===== src/rtl/core/pulse_period_qualified_counter_core_macros.svh =====
// Assertion macros for the pulse period qualified counter core.
// Expects clk and rst_n in the scope of each use.
`ifndef PULSE_PERIOD_QUALIFIED_COUNTER_CORE_MACROS_SVH
`define PULSE_PERIOD_QUALIFIED_COUNTER_CORE_MACROS_SVH

// Same-cycle implication.
`define PPQC_ASSERT_IMP(lbl, ante, cons, msg) \
  lbl: assert property (@(posedge clk) disable iff (!rst_n) (ante) |-> (cons)) \
    else $error(msg);

// Next-cycle implication.
`define PPQC_ASSERT_NXT(lbl, ante, cons, msg) \
  lbl: assert property (@(posedge clk) disable iff (!rst_n) (ante) |=> (cons)) \
    else $error(msg);

`endif


===== src/rtl/core/ppqc_pkg.sv =====
// Shared types and codes for the pulse period qualified counter core.
// No dependencies.
`timescale 1ns / 1ps
`default_nettype none

package ppqc_pkg;

  localparam int unsigned IN_TDATA_W  = 56;
  localparam int unsigned OUT_TDATA_W = 24;
  localparam int unsigned CFG_IDX_W   = 3;
  localparam int unsigned CFG_DATA_W  = 32;

  typedef enum logic [1:0] {
    ACT_MEASURE = 2'd0,
    ACT_CLEAR   = 2'd1,
    ACT_LOAD    = 2'd2,
    ACT_READ    = 2'd3
  } action_t;

  typedef enum logic [1:0] {
    CLR_SLOW = 2'd0,
    CLR_FAST = 2'd1,
    CLR_BOTH = 2'd2,
    CLR_NONE = 2'd3
  } clear_sel_t;

  localparam logic [1:0] ST_OK          = 2'd0;
  localparam logic [1:0] ST_NOT_DONE    = 2'd1;
  localparam logic [1:0] ST_NOT_ENABLED = 2'd2;

  localparam logic [CFG_IDX_W-1:0] REG_ENABLE     = 3'd0;
  localparam logic [CFG_IDX_W-1:0] REG_MIN_PERIOD = 3'd1;
  localparam logic [CFG_IDX_W-1:0] REG_MAX_PERIOD = 3'd2;
  localparam logic [CFG_IDX_W-1:0] REG_CORR_PER   = 3'd3;
  localparam logic [CFG_IDX_W-1:0] REG_CORR_FACT  = 3'd4;
  localparam logic [CFG_IDX_W-1:0] REG_FAST_LIMIT = 3'd5;
  localparam logic [CFG_IDX_W-1:0] REG_SLOW_LIMIT = 3'd6;

  typedef struct packed {
    logic        counting_enabled;
    logic [31:0] min_period;
    logic [31:0] max_period;
    logic [31:0] corr_period;
    logic [7:0]  corr_factor;
    logic [7:0]  fast_filter_limit;
    logic [7:0]  slow_filter_limit;
  } cfg_t;

  typedef struct packed {
    action_t     action;
    logic [31:0] period;
    logic        measure_ok;
    clear_sel_t  clear_select;
    logic [15:0] new_count;
  } item_t;

  typedef struct packed {
    logic [15:0] pulse_count;
    logic [1:0]  warnings;
    logic [1:0]  status;
  } result_t;

endpackage

`default_nettype wire


===== src/rtl/core/ppqc_update.sv =====
// Counter state registers and single-pass update logic.
// Depends on ppqc_pkg.
`timescale 1ns / 1ps
`default_nettype none

module ppqc_update (
  input  wire              clk,
  input  wire              rst_n,
  input  wire              fire,
  input  ppqc_pkg::item_t  item,
  input  ppqc_pkg::cfg_t   cfg,
  output ppqc_pkg::result_t res
);
  import ppqc_pkg::*;

  logic [15:0] count_r, count_nxt;
  logic [7:0]  fast_cnt_r, fast_cnt_nxt;
  logic [7:0]  slow_cnt_r, slow_cnt_nxt;
  logic [7:0]  corr_cnt_r, corr_cnt_nxt;
  logic        fast_warn_r, fast_warn_nxt;
  logic        slow_warn_r, slow_warn_nxt;
  logic [1:0]  status;
  logic [7:0]  corr_inc;
  logic [15:0] count_inc;

  always_comb begin
    count_nxt     = count_r;
    fast_cnt_nxt  = fast_cnt_r;
    slow_cnt_nxt  = slow_cnt_r;
    corr_cnt_nxt  = corr_cnt_r;
    fast_warn_nxt = fast_warn_r;
    slow_warn_nxt = slow_warn_r;
    status        = ST_OK;
    corr_inc      = corr_cnt_r + 8'd1;
    count_inc     = count_r + 16'd1;
    case (item.action)
      ACT_MEASURE: begin
        if (!item.measure_ok) begin
          status = ST_NOT_DONE;
        end else if (!cfg.counting_enabled) begin
          status = ST_NOT_ENABLED;
        end else if (item.period < cfg.min_period) begin
          if (fast_cnt_r < cfg.fast_filter_limit) fast_cnt_nxt = fast_cnt_r + 8'd1;
          else fast_warn_nxt = 1'b1;
        end else if (item.period > cfg.max_period) begin
          if (slow_cnt_r < cfg.slow_filter_limit) slow_cnt_nxt = slow_cnt_r + 8'd1;
          else slow_warn_nxt = 1'b1;
        end else begin
          fast_cnt_nxt = '0;
          slow_cnt_nxt = '0;
          count_nxt    = count_inc;
          if (item.period >= cfg.corr_period) begin
            if (corr_inc >= cfg.corr_factor) begin
              corr_cnt_nxt = '0;
              count_nxt    = count_r + 16'd2;
            end else begin
              corr_cnt_nxt = corr_inc;
            end
          end else begin
            corr_cnt_nxt = '0;
          end
        end
      end
      ACT_CLEAR: begin
        if (item.clear_select == CLR_SLOW || item.clear_select == CLR_BOTH) begin
          slow_cnt_nxt  = '0;
          slow_warn_nxt = 1'b0;
        end
        if (item.clear_select == CLR_FAST || item.clear_select == CLR_BOTH) begin
          fast_cnt_nxt  = '0;
          fast_warn_nxt = 1'b0;
        end
      end
      ACT_LOAD: begin
        count_nxt = item.new_count;
      end
      default: begin
      end
    endcase
  end

  always_ff @(posedge clk) begin
    if (!rst_n) begin
      count_r     <= '0;
      fast_cnt_r  <= '0;
      slow_cnt_r  <= '0;
      corr_cnt_r  <= '0;
      fast_warn_r <= 1'b0;
      slow_warn_r <= 1'b0;
    end else if (fire) begin
      count_r     <= count_nxt;
      fast_cnt_r  <= fast_cnt_nxt;
      slow_cnt_r  <= slow_cnt_nxt;
      corr_cnt_r  <= corr_cnt_nxt;
      fast_warn_r <= fast_warn_nxt;
      slow_warn_r <= slow_warn_nxt;
    end
  end

  assign res.pulse_count = count_nxt;
  assign res.warnings    = {slow_warn_nxt, fast_warn_nxt};
  assign res.status      = status;

endmodule

`default_nettype wire


===== src/rtl/core/pulse_period_qualified_counter_core.sv =====
// Pulse period qualified counter: top level with config registers,
// input register and result register. Depends on ppqc_pkg, ppqc_update
// and pulse_period_qualified_counter_core_macros.svh.
//
// Usage:
//  - in_* stream carries one action per transfer (measure, clear warnings,
//    load count, read). in_tuser holds the action code.
//  - out_* stream returns exactly one result per input transfer, in order:
//    pulse count, warning flags and status after that action.
//  - cfg_* writes one setting per cycle while cfg_we is high; write only
//    while no transfer is in flight.
//  - A result passes the input register, then the result register, before
//    it is presented. Throughput is one transfer per cycle while out_tready
//    is high, set by the state update between the two registers.
//  - When out_tready is low the result register holds; one more item can
//    wait in the input register, after which in_tready drops.
//  - Reset (rst_n low, synchronous) empties both registers, clears the
//    counters and warnings, and loads the default settings.
`timescale 1ns / 1ps
`default_nettype none

module pulse_period_qualified_counter_core (
  input  wire                                clk,
  input  wire                                rst_n,
  input  wire                                in_tvalid,
  output logic                               in_tready,
  // [31:0] period, [32] measure_ok, [34:33] clear_select, [50:35] new_count
  input  wire  [ppqc_pkg::IN_TDATA_W-1:0]    in_tdata,
  // [1:0] action
  input  wire  [1:0]                         in_tuser,
  output logic                               out_tvalid,
  input  wire                                out_tready,
  // [15:0] pulse_count, [17:16] warnings, [19:18] status
  output logic [ppqc_pkg::OUT_TDATA_W-1:0]   out_tdata,
  input  wire                                cfg_we,
  input  wire  [ppqc_pkg::CFG_IDX_W-1:0]     cfg_index,
  input  wire  [ppqc_pkg::CFG_DATA_W-1:0]    cfg_wdata
);
  import ppqc_pkg::*;

  cfg_t    cfg_r;
  logic    in_v_r;
  item_t   in_item_r;
  logic    out_v_r;
  result_t out_res_r;
  result_t res;
  logic    adv;

  always_ff @(posedge clk) begin
    if (!rst_n) begin
      cfg_r.counting_enabled  <= 1'b0;
      cfg_r.min_period        <= '0;
      cfg_r.max_period        <= '1;
      cfg_r.corr_period       <= '1;
      cfg_r.corr_factor       <= 8'd255;
      cfg_r.fast_filter_limit <= 8'd3;
      cfg_r.slow_filter_limit <= 8'd3;
    end else if (cfg_we) begin
      case (cfg_index)
        REG_ENABLE:     cfg_r.counting_enabled  <= cfg_wdata[0];
        REG_MIN_PERIOD: cfg_r.min_period        <= cfg_wdata;
        REG_MAX_PERIOD: cfg_r.max_period        <= cfg_wdata;
        REG_CORR_PER:   cfg_r.corr_period       <= cfg_wdata;
        REG_CORR_FACT:  cfg_r.corr_factor       <= cfg_wdata[7:0];
        REG_FAST_LIMIT: cfg_r.fast_filter_limit <= cfg_wdata[7:0];
        REG_SLOW_LIMIT: cfg_r.slow_filter_limit <= cfg_wdata[7:0];
        default: begin
        end
      endcase
    end
  end

  assign adv       = in_v_r && (!out_v_r || out_tready);
  assign in_tready = !in_v_r || adv;

  always_ff @(posedge clk) begin
    if (!rst_n) begin
      in_v_r <= 1'b0;
    end else if (in_tready) begin
      in_v_r <= in_tvalid;
    end
  end

  always_ff @(posedge clk) begin
    if (in_tready && in_tvalid) begin
      in_item_r.action       <= action_t'(in_tuser);
      in_item_r.period       <= in_tdata[31:0];
      in_item_r.measure_ok   <= in_tdata[32];
      in_item_r.clear_select <= clear_sel_t'(in_tdata[34:33]);
      in_item_r.new_count    <= in_tdata[50:35];
    end
  end

  ppqc_update u_update (
    .clk   (clk),
    .rst_n (rst_n),
    .fire  (adv),
    .item  (in_item_r),
    .cfg   (cfg_r),
    .res   (res)
  );

  always_ff @(posedge clk) begin
    if (!rst_n) begin
      out_v_r <= 1'b0;
    end else if (!out_v_r || out_tready) begin
      out_v_r <= in_v_r;
    end
  end

  always_ff @(posedge clk) begin
    if (adv) begin
      out_res_r <= res;
    end
  end

  assign out_tvalid = out_v_r;
  assign out_tdata  = {4'd0, out_res_r.status, out_res_r.warnings, out_res_r.pulse_count};

`include "pulse_period_qualified_counter_core_macros.svh"

  `PPQC_ASSERT_IMP(a_status_code, out_v_r, out_res_r.status != 2'd3, "bad status code")
  `PPQC_ASSERT_NXT(a_fill, in_v_r && !out_v_r, out_v_r, "held item not moved to output")
  `PPQC_ASSERT_NXT(a_load, adv && in_item_r.action == ACT_LOAD,
                   out_res_r.pulse_count == $past(in_item_r.new_count), "load count lost")

endmodule

`default_nettype wire

===== config.mk =====
export PLATFORM = sky130hd
export DESIGN_NAME = pulse_period_qualified_counter_core
export DESIGN_NICKNAME = d
export VERILOG_FILES = /design/src/rtl/core/ppqc_pkg.sv /design/src/rtl/core/ppqc_update.sv /design/src/rtl/core/pulse_period_qualified_counter_core.sv
export VERILOG_INCLUDE_DIRS = /design/src /design/src/rtl/core
export SDC_FILE = /design/constraint.sdc
export NUM_CORES = 1
export LEC_CHECK = 0
export BUFFER_PORTS_ARGS = -buffer_cell sky130_fd_sc_hd__buf_2
export CORE_MARGIN = 3
export CORE_UTILIZATION = 45
export DETAILED_ROUTE_END_ITERATION = 10
export PLACE_DENSITY = 0.66
export SLEW_MARGIN = 20
export SYNTH_ARGS = -nofsm -noshare
export SYNTH_HDL_FRONTEND = slang
export SYNTH_HIERARCHICAL = 1
export SYNTH_SLANG_ARGS = --single-unit
export TNS_END_PERCENT = 50

===== constraint.sdc =====
create_clock -name clk -period 3.5 [get_ports clk]
set_input_delay 0.175 -clock clk [delete_from_list [all_inputs] [get_ports clk]]
set_output_delay 0.175 -clock clk [all_outputs]
set_load 0.01 [all_outputs]

# == Word-level counts from Yosys, hierarchy flattened ==
# Index checks and enable logic that the tools add are counted.
# classes
n_lt_le_gt_ge,6
div_mod_pow,0
n_bitwise,2
shift,0
reduce_logical,23
n_mux,38
n_addsub,5
n_eq_ne,18
n_mul,0
# op_table
operator,n
8-bit two-way mux,14
16-bit two-way mux,6
32-bit greater-or-equal comparator,1
32-bit greater-than comparator,1
32-bit less-than comparator,1
16-bit one-hot mux with 2 select lines,1
8-bit one-hot mux with 2 select lines,2
"8-bit by 1-bit adder with 8-bit output, second input constant",3
"16-bit by 1-bit adder with 16-bit output, second input constant",1
"16-bit by 2-bit adder with 16-bit output, second input constant",1
8-bit less-than comparator,2
2-bit AND reduction,8
7-bit AND reduction,2
1-bit two-way mux,12
"3-bit == test, second input constant",3
8-bit greater-or-equal comparator,1
"3-bit by 2-bit == test with 1-bit output, second input constant",2
"2-bit inequality test, second input constant",3
"3-bit inequality test, second input constant",2
6-bit AND reduction,1
"2-bit by 1-bit == test with 1-bit output, second input constant",2
"2-bit == test, second input constant",2
2-bit zero test,2
1-bit logical OR,4
other kinds (10),15
# word_totals
ram_bits,0
wordCells,116
mem_bits_ro,0
register_bits,238
latch_bits,0
n_memories,0

# == Depth between registers and ports, before layout ==
# Gate-level depths: netlist of run 1.
# depth
depth_word,9
depth_mapped,15

# == By module ==
# The synthesis of run 1 kept the hierarchy.
# modules_own_cells
mod,cells_per_inst,seq_area_each_um2,area_per_inst_um2,n_inst
pulse_period_qualified_counter_core,556,4654.5,7201.9,1
ppqc_update,821,840.8,5993.2,1

# == Worst setup path before layout of run 1 ==
# OpenSTA, ideal clock, no wires.
# synth_timing
path_type,register to register
from,reg out_v_r (netlist: out_tvalid)
to,"reg in_item_r[0] (netlist name), enable pin"
arrival_ns,3.104
path_slack_ns,-0.085
path_stages_with_launch,3
path_cell_list,dfxtp_1 -> nor2b_1 -> a21oi_1
# synth_between
elab_chain_len,5
# synth_lines
element,line_no,source
from (decl),pulse_period_qualified_counter_core.sv:44,logic out_v_r;
from (signal assigned),pulse_period_qualified_counter_core.sv:107,out_v_r <= in_v_r;
1-bit zero test,pulse_period_qualified_counter_core.sv:73,assign adv = in_v_r && (!out_v_r || out_tready);
1-bit logical OR,pulse_period_qualified_counter_core.sv:73,
1-bit logical AND,pulse_period_qualified_counter_core.sv:73,
1-bit logical OR,pulse_period_qualified_counter_core.sv:74,assign in_tready = !in_v_r || adv;
1-bit logical AND,pulse_period_qualified_counter_core.sv:85,if (in_tready && in_tvalid) begin
to (decl),pulse_period_qualified_counter_core.sv:43,item_t in_item_r;
# Every way passes these cells.
# A chain may end at the register's enable or synchronous reset.

# == Worst setup path after layout of run 1 ==
# layout_timing
from,reg in_item_r[24] (netlist name)
to,reg u_update.fast_cnt_r[2]
# layout_between
elab_chain_len,5
word_cells_on_any_way,9
classes_between,order compare (2); eq/ne (2); mux (4); reduce/logical (1)
# layout_lines
element,line_no,source
32-bit less-than comparator,ppqc_update.sv:42,end else if (item.period < cfg.min_period) begin
8-bit two-way mux,ppqc_update.sv:42,
8-bit two-way mux,ppqc_update.sv:40,end else if (!cfg.counting_enabled) begin
8-bit two-way mux,ppqc_update.sv:38,if (!item.measure_ok) begin
8-bit one-hot mux with 2 select lines,ppqc_update.sv:36,case (item.action)
to (signal assigned),ppqc_update.sv:92,fast_cnt_r <= fast_cnt_nxt;
to (decl),ppqc_update.sv:17,"logic [7:0] fast_cnt_r, fast_cnt_nxt;"
# Several ways; a longest one is shown, not always the timed one. The select of a mux whose other input is x is not followed.

==> metrics.txt, run 1 <==
outcome finished clean; Final GP Congestion around 0.84; warnings from Yosys 6; Crit Path Category flip-flop to flip-flop; Mapped Cells approximately 1,400; reg-to-reg startpoint in_item_r[24]; sw frac 24.8%; Initial DRC Count 593; final instance count without filler cells 1,995; number of library cell types mapped by synthesis 79; final cycle utilization of the critical path 96.2%; RSZ-0062 raised after global routing no; io pins 124; Port Buffers between 100 and 150; CTS buffer count 28; Final Max Slew Viols 0; CP Capture Type flip-flop; count leader, synth dfxtp_1; CTS root buffer clkbuf_16; vias per cell ~5.2; Int Power between 4000 and 5000 uW; Worst Skew 0.0224 ns; WL final approximately 32,000 um; EDFF count, synth 73; clock tree buffer depth 3; first-pass GRT wire length 51,100 um; CTS tree done; end-of-flow core utilization a little under three fifths; leak pwr 0.00726 uW; Die X 177 um; asr flop ratio synth 0%; top_reg_cell synth dfxtp_1; fin nets 1,810; # H-tree levels 1; Min-Delay Path Class input pin to flip-flop; share of cells above drive strength 1 14.5%; CP max FO 7; gr usage total 19.7%; register bit total from synthesis 238; final setup fails 0; Initial Utilization ~46%; ANT nets after route 0; Period minus WS final 3.37 ns; Synth top area share 25.0%; CP startpoint in_item_r[24]; Seq/Total Area, Yosys 41.6%; pin count of the biggest net entering global routing 60; Area growth syn-to-layout 22.0%; Startpoint Class flip-flop; vias in the first global route 10,268; DRC errors left 0; setup slack, reg-to-reg ~0.13 ns; Slew headroom around two fifths; Final Hold Fails 0; Mapped Area 13,200 um2; Worst VDD drop ~0.00038 V; Die H 177 um; num rows 62; Mean Syn Cell Area 9.58 um2; dpl hpwl 22,000 um; Clock Sinks ~240; top cells by count, synth dfxtp_1, inv_1, nand2_1; clk_lat worst skew ~0.55 ns; Clk network pwr share about 43%; area leader, netlist dfxtp_1; max-cap viol count 0; worst r2r dst u_update/fast_cnt_r[2]; dpl cells 1,845; Psw 1570 uW; sequential power share 47.5%; crit path to u_update/fast_cnt_r[2]; initial antenna violation count 1; die footprint 31,400 um2; Power Density 393 nW/um2; CP required 3.95 ns; f_max 297 MHz; Worst-path clk slew 0.06 ns; arrival time at the worst endpoint 3.82 ns; DR pass1 iterations 5; Core ar. 28,800 um2; grt ovf 0; R2R depth 10; Worst-Margin Slew 0.873 ns; TNS Setup 0 ns; routed length per instance 15.9 um; combinational share of power about a tenth; top cells by area, synth dfxtp_1, edfxtp_1, ha_1; vias 10,471
-- repair_timing --
action / 4_1_cts / 5_1_grt
endpoints found under the setup margin: 0 / 34
buffers inserted: 0 / 5
endpoints found under the hold margin: 162 / 0
resized for setup: 0 / 26
hold buffers: 90 / 0
-- through the flow --
stage	power (uW)	cell area, um2	setup slack [ns]	hold WS [ns]
floorplan	3400	13200	0.0973	0.274
global placement	3580	14200	0.140	0.352
detailed placement	3600	14200	0.101	0.353
CTS	6380	15900	0.0536	0.0120
global route	6580	16100	0.00146	0.0265
finish	6330	16100	0.132	0.0307
-- registers in the layout, summed over array words and instances (netlist names) --
| signal | cells |
|---|---|
| cfg_r | 121 |
| out_tvalid | 1 |
| u_update/corr_cnt_r | 8 |
| in_v_r | 1 |
| u_update/slow_warn_r | 1 |
| in_item_r | 53 |
| out_tdata | 20 |
| u_update/fast_warn_r | 1 |
| u_update/count_r | 16 |
| u_update/fast_cnt_r | 8 |
| u_update/slow_cnt_r | 8 |
-- cell type report --
type | instances | area (um2)
antenna | 1 | 2.50
clock inverter | 19 | 106
multi-input combinational | 944 | 6970
timing repair buffer | 245 | 1800
fill | 2489 | 12700
inverter | 131 | 492
tap | 384 | 480
sequential | 238 | 5500
clock buffer | 33 | 751
-- placed cells by master, fill, tap and decap left out, types with 15 or more instances in the layout --
| cell | n |
|---|---|
| clkbuf_16 | 29 |
| ha_1 | 124 |
| nor2_1 | 44 |
| dfxtp_1 | 162 |
| mux2i_1 | 123 |
| buf_4 | 39 |
| a21oi_1 | 56 |
| buf_2 | 113 |
| a31oi_1 | 22 |
| nand2_1 | 130 |
| nand3_1 | 42 |
| inv_1 | 130 |
| nor2b_1 | 118 |
| nand4_1 | 23 |
| dlygate4sd3_1 | 90 |
| o21ai_0 | 43 |
| edfxtp_1 | 73 |
| or3_1 | 15 |
-- power groups by stage --
stage / Clock [uW] / Combinational, uW / Sequential (uW)
CTS: 2760 / 616 / 3000
finish: 2700 / 625 / 3000
global placement: 0 / 524 / 3060
global route: 2870 / 698 / 3010
floorplan: 0 / 357 / 3050
detailed placement: 0 / 536 / 3060
-- worst max-delay path, cell delays in order, from the launching register on --
cell,delay (ns)
edfxtp_1,0.45
ha_1,0.35
a211oi_1,0.36
o221ai_1,0.19
a211o_1,0.33
o2111ai_1,0.24
buf_4,0.18
and2_1,0.21
nand4_1,0.27
or3b_2,0.53
a31oi_1,0.16
-- metal layers --
layer | vias to the layer above | track usage, % | wire (um)
li1 | 5283 | - | -
met5 | - | 0 | 0
met3 | 64 | 2.68 | 1270
met4 | 0 | 6.74 | 979
met1 | 4911 | 27.3 | 15100
met2 | 213 | 31.7 | 14300
-- cells by family (layout without fill, tap and decap cells) --
| group | after synthesis | count (layout) | share of synthesized area [%] |
|---|---|---|---|
| xor+xnor | 8 | 8 | 0.531 |
| buf+inv | 199 | 428 | 6.54 |
| fa+ha+maj | 124 | 124 | 11.8 |
| other cells | 1 | 5 | 0.0284 |
| compound gates | 233 | 234 | 11.9 |
| mux | 124 | 124 | 9.41 |
| simple gates | 450 | 450 | 18.2 |
| flops | 238 | 238 | 41.6 |
-- how the worst min path moves through the flow --
stage            startpoint  cells after the start            end  slack [ns]
2_1_floorplan  in_tdata[35]                      0   in_item_r[0]        0.27
3_3_place_gp    in_tuser[0]                      1  in_item_r[51]        0.35
3_5_place_dp   in_tdata[11]                      1  in_item_r[30]        0.35
4_1_cts          out_tready                      3     out_tvalid        0.01
5_1_grt          out_tready                      3     out_tvalid        0.03
6_report         out_tready                      3     out_tvalid        0.03
No activity file was read; power rests on OpenSTA's default activity.
==> inputs of run 2 (changes only) <==
Settings changed: CORE_UTILIZATION 45 to 24, PLACE_DENSITY 0.66 to not set.
==> run 2 against run 1 <==
  * Sequential cell count did not move
  * Highest routed layer is now met5
  * Worst setup slack worse by 0.078 ns
  * Critical endpoint is now out_tdata[4]
  * Cell count is 17% higher
  * Sequential power hardly changed
==> metrics.txt, run 2 (synthesized netlist as in run 1, its figures left out) <==
outcome finished clean; Core ar. roughly 54,000 um2; arrival time at the worst endpoint 3.75 ns; Final Power 6790 uW; Int Power between 5000 and 6000 uW; DRC errors left 0; post-route cell area 16,800 um2; Startpoint Class flip-flop; Port Buffers between 100 and 150; Worst-path clk slew 0.06 ns; Final GP Congestion 0.856; Clock Sinks 238; sw frac 24.3%; end-of-flow core utilization between 30 and 40%; Final Max Slew Viols 0; die footprint between 50,000 and 60,000 um2; Area growth syn-to-layout 27.6%; Worst Skew 0.0335 ns; share of cells above drive strength 1 16.4%; Crit Path Category flip-flop to flip-flop; fin nets roughly 1,800; Final Hold Fails 0; grt ovf 0; final setup fails 0; Worst VDD drop 0.000380 V; gr usage total 12.1%; CP top delay family compound AO/OA/AOI/OAI gates; placed cell area approximately 15,000 um2; routed length per instance 15.3 um; Period minus WS final 3.45 ns; WL final between 30,000 and 40,000 um; first-pass GRT wire length 56,200 um; clock tree buffer depth 3; CP max FO 6; Psw 1650 uW; CTS tree done; clk_lat worst skew ~0.6 ns; Die H between 200 and 250 um; slowest cell on the critical path dfxtp_2; max reg flops around 120; leak pwr 0.00745 uW; io pins ~120; vias per cell 4.57; final cycle utilization of the critical path 98.5%; ANT nets after route 0; Initial Utilization 24.4%; DR pass1 iterations 7; final instance count without filler cells 2,332; Initial DRC Count just under 600; Clk network pwr share 46.2%; # H-tree levels 1; Power Density 403 nW/um2; sequential power share 44.3%; Slew headroom between 30% and 40%; num rows 85; vias 10,648; RSZ-0062 raised after global routing yes; Min-Delay Path Class input pin to flip-flop; Die X 240 um; dpl hpwl between 20,000 and 30,000 um; dpl cells 2,179; vias in the first global route 10,675; initial antenna violation count 4; Layout fillers roughly 5,500; CTS buffer count 29; commonest non-fill, non-tap cell in the layout dfxtp_1; CP Capture Type flip-flop; pin count of the biggest net entering global routing between 100 and 150; max-cap viol count 0; Crit path largest cell delay approximately 0.32 ns; CP required 3.80 ns; largest register by flop count cfg_r; CTS root buffer clkbuf_16; Worst-Margin Slew 1.03 ns; commonest cells after routing, fill and taps aside dfxtp_1, inv_1, nand2_1, mux2i_1, ha_1; combinational share of power 9.6%; f_max 290 MHz; crit-path cells and3_4, buf_4, nand3_2, xnor2_2, ha_4, a211oi_2, a21oi_1, a211oi_2, buf_4, a21oi_1, a21o_1, buf_6, mux2i_4, buf_4, a31o_2, a31oi_1, a21oi_1; TNS Setup 0 ns; Buf/Inv on CP 4
-- run 2: changes by cell type in the layout (fill, tap and decap cells not counted), moves of 3 or more --
cell	change
a211oi_2	+3
bufinv_16	+4
buf_4	+23
a211oi_1	-3
-- run 2: power by group through the flow --
stage               registers [uW]  logic, uW  clock network (uW)
detailed placement            3070        565                   0
global route                  3020        724                3320
floorplan                     3050        357                   0
finish                        3010        649                3140
global placement              3060        548                   0
CTS                           3010        648                3220
-- run 2: worst paths after layout --
path,start,to,slack [ns],cells past startpoint
worst max-delay path,u_update/corr_cnt_r[4],out_tdata[4],0.05,17
worst max register to register,u_update/corr_cnt_r[4],out_tdata[4],0.05,17
worst min-delay path,rst_n,cfg_r[88],0.08,3
worst min register to register,cfg_r[115],cfg_r[115],0.46,2
-- run 2: final cells by class --
type	instances	area (um2)	area share, %
Clock inverter	17	198	1.17
Inverter	131	492	2.92
Antenna cell	3	7.51	0.0446
Tap cell	696	871	5.17
Timing Repair Buffer	267	1970	11.7
Sequential cell	238	5500	32.7
Clock buffer	37	797	4.73
Multi-Input combinational cell	943	7000	41.6
-- run 2: through the flow --
stage / hold slack [ns] / setup slack [ns]
2_1_floorplan: 0.274 / 0.0973
3_3_place_gp: 0.351 / -0.0168
3_5_place_dp: 0.354 / -0.0737
4_1_cts: 0.0427 / 0.00287
5_1_grt: 0.0803 / -0.0549
6_report: 0.0788 / 0.0540
-- run 2: worst min-delay path, stage by stage --
cell	delay, ns
buf_4	0.25
nand2_1	0.12
mux2i_1	0.06
-- run 2: per-layer routing --
layer / global-route usage [%] / wire, um / up-vias
li1: - / - / 5313
met1: 16.3 / 16800 / 5033
met3: 1.70 / 1720 / 61
met5: 0 / 13 / -
met4: 4.03 / 981 / 2
met2: 20.0 / 16200 / 239
-- run 2: timing repair --
action                                  in CTS  in global routing
hold buffers                                89                  0
endpoints found under the hold margin      167                  0
cloned                                       0                  1
pin swaps                                    3                 12
buffers inserted                             2                  4
endpoints found under the setup margin      18                 40
resized for setup                            5                 31
==> inputs of run 3 (changes only) <==
Settings changed: ABC_AREA set to 1.
==> run 3 against run 2 <==
  * Clock skew shrank 0.010 ns
  * Area after synthesis grew 0.86%
  * Non-clock buffer count shrank 55
  * Cell count grew 14%
  * Utilization shrank 1.0 points
  * Critical endpoint is now out_tdata[11]
==> metrics.txt, run 3 <==
outcome finished clean; Area growth syn-to-layout 22.9%; R2R depth 17; register bit total from synthesis 238; Startpoint Class flip-flop; worst r2r dst out_tdata[11]; Die X 241 um; Period minus WS final between 3 and 4 ns; area leader, netlist dfxtp_1; Mean Syn Cell Area 7.74 um2; dpl hpwl 24,600 um; Mapped Cells 1,719; Min-Delay Path Class input pin to flip-flop; reg-to-reg startpoint u_update/corr_cnt_r[0]; clk_lat worst skew about 0.56 ns; crit path to out_tdata[11]; Worst-path clk slew ~0.060 ns; Multi-input gate area 6500 um2; DR pass1 iterations 5; Core ar. between 50,000 and 60,000 um2; Seq. cell area 5500 um2; Initial DRC Count between 500 and 600; Slew headroom 34.3%; setup slack, reg-to-reg 0.46 ns; DRC errors left 0; die footprint 58,300 um2; top cells by count, synth nand2_1, inv_1, nor2_1; vias around 11,000; routed length per instance 13.1 um; top cells by area, synth dfxtp_1, edfxtp_1, nand2_1; leak pwr about 0.008 uW; Port Buffers 114; pin count of the biggest net entering global routing 74; placed cell area 14,600 um2; commonest cells after routing, fill and taps aside nand2_1, inv_1, nor2_1, dfxtp_1, nand3_1; gr usage total a little under an eighth; Initial Utilization 24.5%; ANT nets after route 0; warnings from Yosys 6; Power Density 416 nW/um2; Layout fillers roughly 5,800; # resized after CTS 0; CTS root buffer clkbuf_16; Worst Skew approximately 0.023 ns; end-of-flow core utilization 30.1%; EDFF count, synth 73; Crit Path Category flip-flop to flip-flop; Final Max Slew Viols 0; vias in the first global route 11,562; max reg flops 121; # H-tree levels 1; io pins 124; final cycle utilization of the critical path between 80% and 90%; Final Hold Fails 0; initial antenna violation count 0; max-cap viol count 0; number of library cell types mapped by synthesis 50; CTS tree done; asr flop ratio synth 0%; Clk network pwr share 43.2%; num rows 85; f_max ~330 MHz; CP startpoint u_update/corr_cnt_r[0]; clock tree buffer depth 3; Worst-Margin Slew around 0.98 ns; Clock Sinks 238; Mapped Area 13,300 um2; Psw 1730 uW; Int Power 5080 uW; sequential power share 45.0%; first-pass GRT wire length 57,000 um; CP required 3.79 ns; top_reg_cell synth dfxtp_1; Die H between 200 and 250 um; share of cells above drive strength 1 12.1%; arrival time at the worst endpoint 3.33 ns; CTS buffer count 27; WL final approximately 35,000 um; fin nets ~2,100; Worst VDD drop ~0.00036 V; final setup fails 0; count leader, synth nand2_1; vias per cell 4.29; largest register by flop count cfg_r; antenna cells 0; CP Capture Type flip-flop; Seq/Total Area, Yosys 41.3%; grt ovf 0; post-route cell area 16,400 um2; Synth top area share ~25%; RSZ-0062 raised after global routing no; combinational share of power 11.8%; sw frac 25.4%; TNS Setup 0 ns; commonest non-fill, non-tap cell in the layout nand2_1; CP max FO 16; Final GP Congestion 0.807
[run 3: changes by cell type after synthesis, moves of 25 or more]
cell,delta
nand3_1,+111
a21oi_1,+40
xor2_1,+25
mux2i_1,-124
nor2b_1,-119
nor2_1,+124
inv_1,+123
nand2_1,+294
[run 3: worst min path at each step]
stage	from	endpoint	slack, ns	cells past startpoint
2_1_floorplan	in_tdata[35]	in_item_r[0]	0.27	0
5_1_grt	cfg_index[0]	cfg_r[0]	0.13	5
3_5_place_dp	in_tdata[15]	in_item_r[34]	0.35	1
4_1_cts	cfg_index[0]	cfg_r[0]	0.08	5
3_3_place_gp	in_tdata[22]	in_item_r[41]	0.35	1
6_report	cfg_index[0]	cfg_r[0]	0.13	5
[run 3: what timing repair did]
action / CTS / global route
hold endpoints to repair: 155 / 0
setup buffers: 0 / 0
hold buffers: 88 / 0
setup endpoints to repair: 0 / 0
[run 3: kinds of logic after synthesis]
family / share of synthesized area [%]
compound gates: 7.94
xor+xnor: 2.11
fa+ha+maj: 11.7
buf+inv: 10.1
flops: 41.3
other cells: 0.0282
simple gates: 26.9
[run 3: routing by layer]
layer | vias to the layer above | share of wire [%] | global-route usage, %
met5 | - | 0 | 0
met4 | 0 | 3.2 | 4.53
met3 | 66 | 4.3 | 1.58
met2 | 221 | 49 | 21.4
met1 | 5258 | 44 | 14.7
li1 | 5878 | - | -
[run 3: cell type report]
| cell class | count | share of cell area (%) |
|---|---|---|
| repair buffers | 212 | 9.35 |
| well taps | 739 | 5.66 |
| flip-flops and latches | 238 | 33.6 |
| clock inverters | 12 | 1.00 |
| inverters | 263 | 6.04 |
| multi-input cells | 1163 | 39.8 |
| clock buffers | 38 | 4.57 |
[run 3: power groups by stage]
stage | sequential (uW) | clock (uW) | combinational, uW
6_report | 3060 | 2940 | 802
5_1_grt | 3080 | 3120 | 927
4_1_cts | 3070 | 3030 | 806
3_5_place_dp | 3130 | 0 | 727
3_3_place_gp | 3120 | 0 | 699
2_1_floorplan | 3100 | 0 | 498
[run 3: worst max-delay path: stages (launching register included)]
cell and delay, ns:
dfxtp_1 0.36, inv_1 0.09, nor2_1 0.17, nand3_1 0.14, nor3_1 0.20, xor2_1 0.23
ha_1 0.30, a21oi_1 0.15, o21ai_0 0.09, nor2_1 0.18, buf_4 0.17, inv_1 0.07
nand2_4 0.20, nand2_4 0.13, nand4_2 0.10, nand2_1 0.05, nand2_1 0.09, nand2_1 0.05
[run 3: per-stage QoR]
| stage | hold WS, ns | std cells | total power, uW | setup WS (ns) |
|---|---|---|---|---|
| floorplan | 0.274 | 1722 | 3600 | 0.503 |
| global placement | 0.351 | 2527 | 3820 | 0.459 |
| global route | 0.133 | 2665 | 7130 | 0.0808 |
| finish | 0.127 | 2665 | 6800 | 0.463 |
| detailed placement | 0.353 | 2527 | 3850 | 0.413 |
| CTS | 0.0820 | 2665 | 6900 | 0.411 |
